<file path="config.mk">
export PLATFORM = sky130hd
export DESIGN_NAME = dds_tone_burst_generator
export DESIGN_NICKNAME = d
export VERILOG_FILES = /design/src/design/dtbg_pkg.sv /design/src/design/dds_tone_burst_generator.sv
export VERILOG_INCLUDE_DIRS = /design/src /design/src/design
export SDC_FILE = /design/constraint.sdc
export NUM_CORES = 1
export LEC_CHECK = 0
export BUFFER_PORTS_ARGS = -buffer_cell sky130_fd_sc_hd__buf_2
export CAP_MARGIN = 20
export CORE_AREA = 5 5 216 218
export CTS_CLUSTER_DIAMETER = 150
export CTS_CLUSTER_SIZE = 8
export DETAILED_ROUTE_END_ITERATION = 7
export DIE_AREA = 0 0 221 223
export PLACE_DENSITY = 0.57
export REMOVE_ABC_BUFFERS = 1
export SETUP_SLACK_MARGIN = 0.2
export SYNTH_ARGS = -nofsm -noshare
export SYNTH_HDL_FRONTEND = slang
export SYNTH_SLANG_ARGS = --single-unit
</file>
<file path="constraint.sdc">
create_clock -name clk -period 6.5 [get_ports clk]
set_clock_uncertainty 0.1 [all_clocks]
set_input_delay 1.3 -clock clk [delete_from_list [all_inputs] [get_ports clk]]
set_output_delay 1.3 -clock clk [all_outputs]
set_load 0.05 [all_outputs]
</file>
<file path="src/design/dds_tone_burst_generator_defines.svh">
// Assertion macros for the tone-burst generator; they expect clk and arst_n in scope.
`ifndef DDS_TONE_BURST_GENERATOR_DEFINES_SVH
`define DDS_TONE_BURST_GENERATOR_DEFINES_SVH

`ifndef SYNTHESIS

`define DTBG_ASSERT_IMPL(lbl, pre, post) \
	lbl: assert property (@(posedge clk) disable iff (!arst_n) (pre) |-> (post)) \
		else $error("dtbg assertion failed");

`define DTBG_ASSERT_NEXT(lbl, pre, post) \
	lbl: assert property (@(posedge clk) disable iff (!arst_n) (pre) |=> (post)) \
		else $error("dtbg assertion failed");

`else

`define DTBG_ASSERT_IMPL(lbl, pre, post)

`define DTBG_ASSERT_NEXT(lbl, pre, post)

`endif

`endif

</file>
<file path="src/design/dtbg_pkg.sv">
`default_nettype none

package dtbg_pkg;

	localparam int TABLE_ADDR_BITS = 8;
	localparam int ADDR_DOWN = (TABLE_ADDR_BITS >= 8) ? TABLE_ADDR_BITS - 8 : 0;
	localparam int ADDR_UP = (TABLE_ADDR_BITS < 8) ? 8 - TABLE_ADDR_BITS : 0;

	localparam logic [11:0] RESET_STEP = 12'd461;
	localparam logic [15:0] RESET_LENGTH = 16'd3906;
	localparam logic [7:0] MID_LEVEL = 8'd128;
	localparam logic [3:0] MAX_SHIFT = 4'd8;
	localparam logic [31:0] STEP_SCALE = 32'd3242;
	localparam logic [31:0] STEP_OFFSET = 32'd30212096;

	localparam logic [1:0] REQ_SAMPLE = 2'd0;
	localparam logic [1:0] REQ_UPDATE = 2'd1;
	localparam logic [1:0] REQ_BEEP = 2'd2;

	typedef enum logic [2:0] {
		REG_PITCH_INDEX = 3'd0,
		REG_TONE_RATE = 3'd1,
		REG_VOLUME_SHIFT = 3'd2,
		REG_TONE_LENGTH = 3'd3,
		REG_TONE_ENABLE = 3'd4
	} cfg_reg_t;

	typedef struct packed {
		logic [1:0] req_type;
		logic [15:0] beep_pitch;
		logic [15:0] beep_length;
	} in_item_t;

	typedef struct packed {
		logic [7:0] level;
		logic running;
		logic started;
		logic beep_rejected;
	} out_item_t;

	localparam logic [7:0] SINE_ROM [256] = '{
		8'd128, 8'd131, 8'd134, 8'd137, 8'd140, 8'd143, 8'd146, 8'd149,
		8'd153, 8'd156, 8'd159, 8'd162, 8'd165, 8'd168, 8'd171, 8'd174,
		8'd177, 8'd180, 8'd182, 8'd185, 8'd188, 8'd191, 8'd194, 8'd196,
		8'd199, 8'd201, 8'd204, 8'd207, 8'd209, 8'd211, 8'd214, 8'd216,
		8'd218, 8'd220, 8'd223, 8'd225, 8'd227, 8'd229, 8'd231, 8'd232,
		8'd234, 8'd236, 8'd238, 8'd239, 8'd241, 8'd242, 8'd243, 8'd245,
		8'd246, 8'd247, 8'd248, 8'd249, 8'd250, 8'd251, 8'd252, 8'd253,
		8'd253, 8'd254, 8'd254, 8'd255, 8'd255, 8'd255, 8'd255, 8'd255,
		8'd255, 8'd255, 8'd255, 8'd255, 8'd255, 8'd254, 8'd254, 8'd253,
		8'd253, 8'd252, 8'd251, 8'd251, 8'd250, 8'd249, 8'd248, 8'd247,
		8'd245, 8'd244, 8'd243, 8'd241, 8'd240, 8'd238, 8'd237, 8'd235,
		8'd233, 8'd232, 8'd230, 8'd228, 8'd226, 8'd224, 8'd222, 8'd219,
		8'd217, 8'd215, 8'd213, 8'd210, 8'd208, 8'd205, 8'd203, 8'd200,
		8'd198, 8'd195, 8'd192, 8'd189, 8'd187, 8'd184, 8'd181, 8'd178,
		8'd175, 8'd172, 8'd169, 8'd166, 8'd163, 8'd160, 8'd157, 8'd154,
		8'd151, 8'd148, 8'd145, 8'd142, 8'd139, 8'd135, 8'd132, 8'd129,
		8'd126, 8'd123, 8'd120, 8'd116, 8'd113, 8'd110, 8'd107, 8'd104,
		8'd101, 8'd98, 8'd95, 8'd92, 8'd89, 8'd86, 8'd83, 8'd80,
		8'd77, 8'd74, 8'd71, 8'd68, 8'd66, 8'd63, 8'd60, 8'd57,
		8'd55, 8'd52, 8'd50, 8'd47, 8'd45, 8'd42, 8'd40, 8'd38,
		8'd36, 8'd33, 8'd31, 8'd29, 8'd27, 8'd25, 8'd23, 8'd22,
		8'd20, 8'd18, 8'd17, 8'd15, 8'd14, 8'd12, 8'd11, 8'd10,
		8'd8, 8'd7, 8'd6, 8'd5, 8'd4, 8'd4, 8'd3, 8'd2,
		8'd2, 8'd1, 8'd1, 8'd0, 8'd0, 8'd0, 8'd0, 8'd0,
		8'd0, 8'd0, 8'd0, 8'd0, 8'd0, 8'd1, 8'd1, 8'd2,
		8'd2, 8'd3, 8'd4, 8'd5, 8'd6, 8'd7, 8'd8, 8'd9,
		8'd10, 8'd12, 8'd13, 8'd14, 8'd16, 8'd17, 8'd19, 8'd21,
		8'd23, 8'd24, 8'd26, 8'd28, 8'd30, 8'd32, 8'd35, 8'd37,
		8'd39, 8'd41, 8'd44, 8'd46, 8'd48, 8'd51, 8'd54, 8'd56,
		8'd59, 8'd61, 8'd64, 8'd67, 8'd70, 8'd73, 8'd75, 8'd78,
		8'd81, 8'd84, 8'd87, 8'd90, 8'd93, 8'd96, 8'd99, 8'd102,
		8'd106, 8'd109, 8'd112, 8'd115, 8'd118, 8'd121, 8'd124, 8'd128
	};

	function automatic logic [11:0] step_of(input logic [15:0] index);
		logic [31:0] prod;
		prod = 32'(index) * STEP_SCALE + STEP_OFFSET;
		return prod[27:16];
	endfunction

	function automatic logic [7:0] rom_at(input logic [15:0] phase);
		logic [15:0] addr;
		logic [15:0] idx;
		addr = phase >> (16 - TABLE_ADDR_BITS);
		idx = (TABLE_ADDR_BITS >= 8) ? (addr >> ADDR_DOWN) : (addr << ADDR_UP);
		return SINE_ROM[idx[7:0]];
	endfunction

	function automatic logic [7:0] level_of(input logic [7:0] sample, input logic [3:0] vol);
		logic [3:0] sh;
		logic [8:0] sum;
		sh = (vol > MAX_SHIFT) ? MAX_SHIFT : vol;
		sum = 9'(MID_LEVEL) - (9'(MID_LEVEL) >> sh) + (9'(sample) >> sh);
		return sum[7:0];
	endfunction

endpackage

`default_nettype wire

</file>
<file path="src/design/dds_tone_burst_generator.sv">
// Tone-burst generator built on direct digital synthesis.
// Request channel in_valid/in_stall/in_data: each request is a sample tick,
// an update tick or a beep request; every request yields exactly one result.
// Result channel out_valid/out_stall/out_data: level, running, started and
// beep_rejected as they stand after the request.
// Config channel cfg_valid/cfg_ready/cfg_index/cfg_data: always ready; write
// only while no request is in flight.
// The input register takes the request, then the result register fed by the state
// update and the sine ROM lookup is loaded from it while the result side is free.
// Throughput: one request per cycle while the receiver does not stall; the state
// update and result of a request are combinational from its input register.
// When the receiver stalls, the result register holds and the input register
// takes one more request, then in_stall rises until the result is taken.
// Reset: asynchronous, active low; all but the data registers reset, the level
// reads 128 and the generator is idle, with no clearing pass.
`default_nettype none
`include "dds_tone_burst_generator_defines.svh"

module dds_tone_burst_generator (
	input wire logic clk,
	input wire logic arst_n,
	input wire logic in_valid,
	output logic in_stall,
	input wire dtbg_pkg::in_item_t in_data,
	output logic out_valid,
	input wire logic out_stall,
	output dtbg_pkg::out_item_t out_data,
	input wire logic cfg_valid,
	output logic cfg_ready,
	input wire logic [2:0] cfg_index,
	input wire logic [15:0] cfg_data
);
	import dtbg_pkg::*;

	logic valid_s1;
	in_item_t item_s1;
	logic valid_s2;
	out_item_t item_s2;

	logic [15:0] pitch_index_q;
	logic [15:0] tone_rate_q;
	logic [3:0] volume_shift_q;
	logic [15:0] tone_length_q;
	logic tone_enable_q;

	logic [15:0] phase_acc_q;
	logic [11:0] phase_step_q;
	logic [15:0] burst_count_q;
	logic [15:0] burst_length_q;
	logic [15:0] rate_acc_q;
	logic active_q;
	logic beep_mode_q;
	logic [7:0] out_level_q;

	logic fire;
	logic out_free;
	logic cfg_we;

	logic [15:0] phase_acc_d;
	logic [11:0] phase_step_d;
	logic [15:0] burst_count_d;
	logic [15:0] burst_length_d;
	logic [15:0] rate_acc_d;
	logic active_d;
	logic beep_mode_d;
	logic [7:0] out_level_d;
	logic started_d;
	logic rejected_d;
	logic [15:0] count_inc;

	assign out_free = !valid_s2 || !out_stall;
	assign fire = valid_s1 && out_free;
	assign in_stall = valid_s1 && !out_free;
	assign out_valid = valid_s2;
	assign out_data = item_s2;
	assign cfg_ready = 1'b1;
	assign cfg_we = cfg_valid && cfg_ready;
	assign count_inc = burst_count_q + 16'd1;

	always_comb begin
		phase_acc_d = phase_acc_q;
		phase_step_d = phase_step_q;
		burst_count_d = burst_count_q;
		burst_length_d = burst_length_q;
		rate_acc_d = rate_acc_q;
		active_d = active_q;
		beep_mode_d = beep_mode_q;
		out_level_d = out_level_q;
		started_d = 1'b0;
		rejected_d = 1'b0;
		case (item_s1.req_type)
			REQ_SAMPLE: begin
				if (active_q) begin
					burst_count_d = count_inc;
					if (count_inc < burst_length_q) begin
						out_level_d = level_of(rom_at(phase_acc_q), volume_shift_q);
						phase_acc_d = phase_acc_q + 16'(phase_step_q);
					end else begin
						active_d = 1'b0;
						phase_acc_d = '0;
						if (beep_mode_q) begin
							beep_mode_d = 1'b0;
							burst_length_d = tone_length_q;
						end
					end
				end
			end
			REQ_UPDATE: begin
				if (tone_enable_q) begin
					if (16'(16'd0 - rate_acc_q) < tone_rate_q) begin
						if (!beep_mode_q) begin
							phase_step_d = step_of(pitch_index_q);
						end
						burst_count_d = '0;
						active_d = 1'b1;
						started_d = 1'b1;
					end
					rate_acc_d = rate_acc_q + tone_rate_q;
				end
			end
			REQ_BEEP: begin
				if (active_q) begin
					rejected_d = 1'b1;
				end else begin
					phase_step_d = step_of(item_s1.beep_pitch);
					burst_length_d = item_s1.beep_length;
					burst_count_d = '0;
					active_d = 1'b1;
					beep_mode_d = 1'b1;
					started_d = 1'b1;
				end
			end
			default: begin
			end
		endcase
	end

	always_ff @(posedge clk or negedge arst_n) begin
		if (!arst_n) begin
			valid_s1 <= 1'b0;
			valid_s2 <= 1'b0;
		end else begin
			if (!valid_s1 || fire) begin
				valid_s1 <= in_valid;
			end
			if (out_free) begin
				valid_s2 <= fire;
			end
		end
	end

	always_ff @(posedge clk) begin
		if (!valid_s1 || fire) begin
			item_s1 <= in_data;
		end
		if (fire) begin
			item_s2.level <= out_level_d;
			item_s2.running <= active_d;
			item_s2.started <= started_d;
			item_s2.beep_rejected <= rejected_d;
		end
	end

	always_ff @(posedge clk or negedge arst_n) begin
		if (!arst_n) begin
			pitch_index_q <= '0;
			tone_rate_q <= '0;
			volume_shift_q <= '0;
			tone_length_q <= RESET_LENGTH;
			tone_enable_q <= 1'b0;
			phase_acc_q <= '0;
			phase_step_q <= RESET_STEP;
			burst_count_q <= '0;
			burst_length_q <= RESET_LENGTH;
			rate_acc_q <= '0;
			active_q <= 1'b0;
			beep_mode_q <= 1'b0;
			out_level_q <= MID_LEVEL;
		end else begin
			if (fire) begin
				phase_acc_q <= phase_acc_d;
				phase_step_q <= phase_step_d;
				burst_count_q <= burst_count_d;
				burst_length_q <= burst_length_d;
				rate_acc_q <= rate_acc_d;
				active_q <= active_d;
				beep_mode_q <= beep_mode_d;
				out_level_q <= out_level_d;
			end
			if (cfg_we) begin
				case (cfg_index)
					REG_PITCH_INDEX: pitch_index_q <= cfg_data;
					REG_TONE_RATE: tone_rate_q <= cfg_data;
					REG_VOLUME_SHIFT: volume_shift_q <= cfg_data[3:0];
					REG_TONE_LENGTH: begin
						tone_length_q <= cfg_data;
						if (!beep_mode_q) begin
							burst_length_q <= cfg_data;
						end
					end
					REG_TONE_ENABLE: tone_enable_q <= cfg_data[0];
					default: begin
					end
				endcase
			end
		end
	end

	`DTBG_ASSERT_IMPL(a_beep_implies_active, beep_mode_q, active_q)
	`DTBG_ASSERT_IMPL(a_idle_phase_zero, !active_q, phase_acc_q == 16'd0)
	`DTBG_ASSERT_IMPL(a_started_running, valid_s2 && item_s2.started,
		item_s2.running && !item_s2.beep_rejected)
	`DTBG_ASSERT_NEXT(a_fire_loads_result, fire, valid_s2)

endmodule

`default_nettype wire

</file>
; ---- Word level (Yosys, flattened, before mapping)
; Memory sizes are Yosys's and may differ from the RTL's.
; Index checks and enable logic that the tools add are counted.
[totals]
ramBits = 0
latchBits = 0
mem_bits_ro = 2048
reg_bits = 186
elab_cells = 115
in_bits = 58
mem_count = 1
output_inout_bits = 14
[memory_table]
columns = memory, depth, word_bits, rd, rd_ports_with_merged_regs, write_ports, line_no
row1 = (no name shown), 256, 8, 1, 0, 0, dtbg_pkg.sv:87  ; return SINE_ROM[idx[7:0]];
[classes]
n_lt_le_gt_ge = 4
mux = 40
mul = 2
reduce_logical = 23
n_shift = 2
n_addsub = 8
bitwise_logic = 1
n_eq_ne = 12
n_div = 0
[op_table]
columns = cell, count
row1 = $mux W16, 13
row2 = $add A28 B25 Y28 const B, 2
row3 = $mul A16 B11 Y27 const B, 2
row4 = $mux W12, 4
row5 = $pmux W16 S3, 1
row6 = $mux W8, 5
row7 = $lt A16 B16 Y1, 2
row8 = $pmux W16 S2, 1
row9 = $pmux W12 S2, 1
row10 = $add A16 B1 Y16 const B, 1
row11 = $add A16 B12 Y16, 1
row12 = $add A16 B16 Y16, 1
row13 = $sub A1 B16 Y16 const A, 1
row14 = $ne A2 B2 Y1 const B, 6
row15 = $reduce_and A6 Y1, 2
row16 = $mux W1, 11
row17 = $reduce_and A2 Y1, 5
row18 = $ge A9 B9 Y1 const B, 1
row19 = $not A8 Y9, 1
row20 = $add A8 B8 Y8, 1
row21 = $shr A8 B4 Y8, 1
row22 = $shr A8 B4 Y8 const A, 1
row23 = $sub A8 B8 Y8 const A, 1
row24 = $eq A3 B2 Y1 const B, 2
row25 = 17 further kinds, 25

; ---- Depth between registers and ports, before layout
[logic_depth]
ltp_word = 9
mapped_depth = 25
mapped_depth_nobuf = 22

; ---- Worst setup path before layout
; Ideal clock, no wire load.
[synth_timing]
path_type = reg-to-reg
from = register pitch_index_q[4]
to = register phase_step_q[11]
arrival_ns = 5.516
path_buffers = 0
setup_ns = 0.125
path_stages_with_launch = 19
required_time_ns = 6.275
synth_period_minus_slack_ns = 5.741
path_slack_ns = 0.759
cell_sequence = dfrtp_1 > ha_1 > fa_1 > fa_1 > inv_1 > fa_1 > fa_1 > inv_1 > ha_1 > a21oi_1 > o21ai_0 > a21o_1 > a221oi_1 > mux2_2 > nor4_2 > a211oi_4 > o311ai_1 > xor2_1 > mux2_4
[synth_between]
elab_chain_len = 6
[synth_rtl]
columns = item, line_no
row1 = "start, declared", dds_tone_burst_generator.sv:40  ; logic [15:0] pitch_index_q;
row2 = "start signal, assigned", dds_tone_burst_generator.sv:192  ; REG_PITCH_INDEX: pitch_index_q <= cfg_data;
row3 = $mul A16 B11 Y27, dtbg_pkg.sv:78  ; prod = 32'(index) * STEP_SCALE + STEP_OFFSET;
row4 = $add A28 B25 Y28, dtbg_pkg.sv:78
row5 = $mux W12, dds_tone_burst_generator.sv:111  ; if (!beep_mode_q) begin
row6 = $mux W12, dds_tone_burst_generator.sv:110  ; if (16'(16'd0 - rate_acc_q) < tone_rate_q) begin
row7 = $mux W12, dds_tone_burst_generator.sv:109  ; if (tone_enable_q) begin
row8 = $pmux W12 S2, dds_tone_burst_generator.sv:91  ; case (item_s1.req_type)
row9 = "end signal, assigned", dds_tone_burst_generator.sv:182  ; phase_step_q <= phase_step_d;
row10 = "end, declared", dds_tone_burst_generator.sv:47  ; logic [11:0] phase_step_q;
; Every way passes these cells. The select of a mux whose other input is x is not followed.
; A chain may end at the register's enable or synchronous reset.

; ---- Worst setup path in the final report
[layout_timing]
from = register pitch_index_q[6]
to = register phase_step_q[11]
; The elaborated chain is that of the path after synthesis.

==> results.json <==
{
  "timing.fmax_mhz": 167,
  "rsz0062_at_grt": "false",
  "first_pass_iters": 5,
  "cts_tree": "yes",
  "routed_wl_mm": 47.0,
  "ys.flop_type": "dfrtp_1",
  "core-area_um2": 44700,
  "postSynthCellCount": 2129,
  "start_util": 0.441,
  "clkSinkCount": 186,
  "fin_crit_sh": 0.923,
  "fillerInstances": 4300,
  "start_kind": "register",
  "cp-startpoint": "pitch_index_q[6]",
  "status": "finished, final reports clean",
  "end_kind": "register",
  "via_per_inst": 5.47,
  "synth_area_leaders": "ha_1, dfrtp_1, fa_1",
  "drive_above_1_share": 0.125,
  "die_area_um2": 49300,
  "drcViolationCount": 0,
  "synth.avg_cell_area_um2": 9.26,
  "yosys_warnings": 0,
  "grt_pass1_vias": 15364,
  "cts.path.max_buffers": 2,
  "die_x_um": 221,
  "yosysUniqueCellTypes": 98,
  "nNetsFinal": 2613,
  "port_buffers": 70,
  "ys_ff_latch": 186,
  "critPathKind": "reg -> reg",
  "setup-tns-final_ns": 0,
  "path_clk_slew_ns": 0.07,
  "grt_pass1_wl_mm": 78.9,
  "drtIter0Drc": 998,
  "num_rows": 78,
  "syn_to_final_growth_pct": 7.90,
  "fin_crit_ns": 6.00,
  "slew_headroom": 0.315,
  "finalSetupViolations": 0,
  "worstHoldStart": "phase_step_q[0]",
  "synth_top_area_share": 0.198,
  "grt_usage": 0.193,
  "synth_top_area_cell": "ha_1",
  "num_vias": 15121,
  "tritoncts.num_buffers": 17,
  "synth_edf_count": 45,
  "num_antenna_cells": 0,
  "final_common_cell": "ha_1",
  "final_cell_mix": "ha_1, inv_1, nor2_1",
  "grt_overflow": 0,
  "die_h_um": 223,
  "maxSlewViolCount": 0,
  "crit_fanout": 7,
  "critical_path_required_ns": 6.75,
  "dpl.hpwl_mm": 35.6,
  "antenna_found_initial": 0,
  "clk-insertion-delay-late_ns": 0.48,
  "crit_arrival_ns": 6.25,
  "finalHoldViolCount": 0,
  "synthArstFlopShare": 0.758,
  "synth-seq-area-share": 0.249,
  "max_cap_violations": 0,
  "grt_max_degree": 90,
  "r2r-start": "pitch_index_q[6]",
  "h-tree-depth": 4,
  "min_path_type": "reg -> reg",
  "ant_nets": 0,
  "worst_slew_pin_slew_ns": 1.03,
  "clockRootBuffer": "clkbuf_16",
  "pin_count": 72,
  "avgRoutedWirePerCell_um": 17.0,
  "gp_congestion": 0.863,
  "syn_area_um2": 19700
}
[area by class of cell]
cell class	count	area, um2	area share
Multi-Input combinational cell	1584	13500	0.632
Inverter	267	1000	0.0471
Tap cell	600	751	0.0353
Clock inverter	13	165	0.00776
Timing Repair Buffer	96	568	0.0267
Clock buffer	19	433	0.0203
Sequential cell	186	4910	0.231
[synthesized netlist by cell type, types with 9 or more instances]
| master | instances |
|---|---|
| o31ai_1 | 15 |
| buf_2 | 19 |
| mux2_2 | 62 |
| nand2_1 | 133 |
| or2_2 | 12 |
| or3_1 | 12 |
| o21ai_0 | 134 |
| xor2_1 | 28 |
| nand2b_1 | 36 |
| fa_1 | 91 |
| nand3_1 | 47 |
| nand4_1 | 25 |
| nor3_1 | 30 |
| mux2i_1 | 36 |
| a31oi_1 | 12 |
| edfxtp_1 | 45 |
| and3_1 | 15 |
| o211ai_1 | 13 |
| a211oi_1 | 20 |
| xnor2_1 | 54 |
| or4_1 | 17 |
| nor2_1 | 143 |
| clkbuf_1 | 62 |
| dfrtp_1 | 122 |
| o21a_1 | 17 |
| inv_1 | 265 |
| nor2b_1 | 23 |
| a21oi_1 | 103 |
| ha_1 | 312 |
| a211o_1 | 9 |
| mux4_2 | 12 |
| dfstp_2 | 19 |
| a21o_1 | 28 |
[cell families (layout without fill, tap and decap cells)]
| kind of cell | after synthesis | count (layout) | synth area share |
|---|---|---|---|
| multiplexers | 114 | 114 | 0.0704 |
| adder cells (fa/ha/maj) | 403 | 403 | 0.290 |
| XOR/XNOR | 82 | 82 | 0.0364 |
| AND/OR/NAND/NOR | 534 | 534 | 0.134 |
| buffers and inverters | 359 | 395 | 0.0707 |
| flip-flops | 186 | 186 | 0.249 |
| other | 1 | 1 | 0.000190 |
| AO/OA/AOI/OAI | 450 | 450 | 0.149 |
[metal layers]
| layer | global-route usage | part of all wire | up-vias |
|---|---|---|---|
| met3 | 0.0329 | 0.039 | 44 |
| li1 | - | - | 7523 |
| met2 | 0.321 | 0.47 | 300 |
| met5 | 0 | 0 | - |
| met1 | 0.263 | 0.47 | 7254 |
| met4 | 0.0470 | 0.014 | 0 |
[final timing paths]
kind                               endpoint  slack [ns]  depth (start not counted)
max reg2reg                phase_step_q[11]        0.50                         19
min                         phase_step_q[0]        0.37                          2
max in group asynchronous  burst_count_q[3]        4.30                          2
min in group asynchronous   phase_acc_q[15]        0.80                          1
max                        phase_step_q[11]        0.50                         19
min reg2reg                 phase_step_q[0]        0.37                          2
[metrics by stage]
step	cells	worst slack, ns	util	hold WS, ns	area, um2
final	2765	0.503	0.476	0.374	21300
after detailed placement	2732	0.361	0.462	0.369	20600
after floorplan	2037	0.662	-	0.346	19300
after CTS	2764	0.321	0.475	0.380	21200
after global routing	2765	0.214	0.476	0.394	21300
after global placement	2731	0.400	0.462	0.363	20600
[worst max-delay path: stages, from the launching register on]
cell and delay (ns):
dfrtp_1 0.51, ha_1 0.36, fa_1 0.51, inv_1 0.05, fa_1 0.53, inv_1 0.06, fa_1 0.53, inv_1 0.06
fa_1 0.53, inv_1 0.04, ha_1 0.38, and4_2 0.29, a21oi_2 0.21, a21oi_1 0.12, o41a_1 0.43, mux2_2 0.30
nor3_2 0.26, o311ai_1 0.15, xor2_1 0.18, mux2_4 0.26
[state kept, by name, indices dropped and copies added, names as in the netlist, 4 cells and up]
signal	flops
out_data	11
tone_rate_q	16
item_s1	34
rate_acc_q	16
phase_step_q	12
phase_acc_q	16
tone_length_q	16
out_level_q	8
burst_length_q	16
burst_count_q	16
pitch_index_q	16
volume_shift_q	4
[timing repair]
action                                  in CTS  in global routing
endpoints found under the setup margin       0                  3
resized for setup                            0                  4
setup buffers                                0                  0
hold buffers                                 0                  0
Power is left out: the tool's default activity adds up to more than one toggle a clock period on the data nets, which glitch-free logic cannot reach.
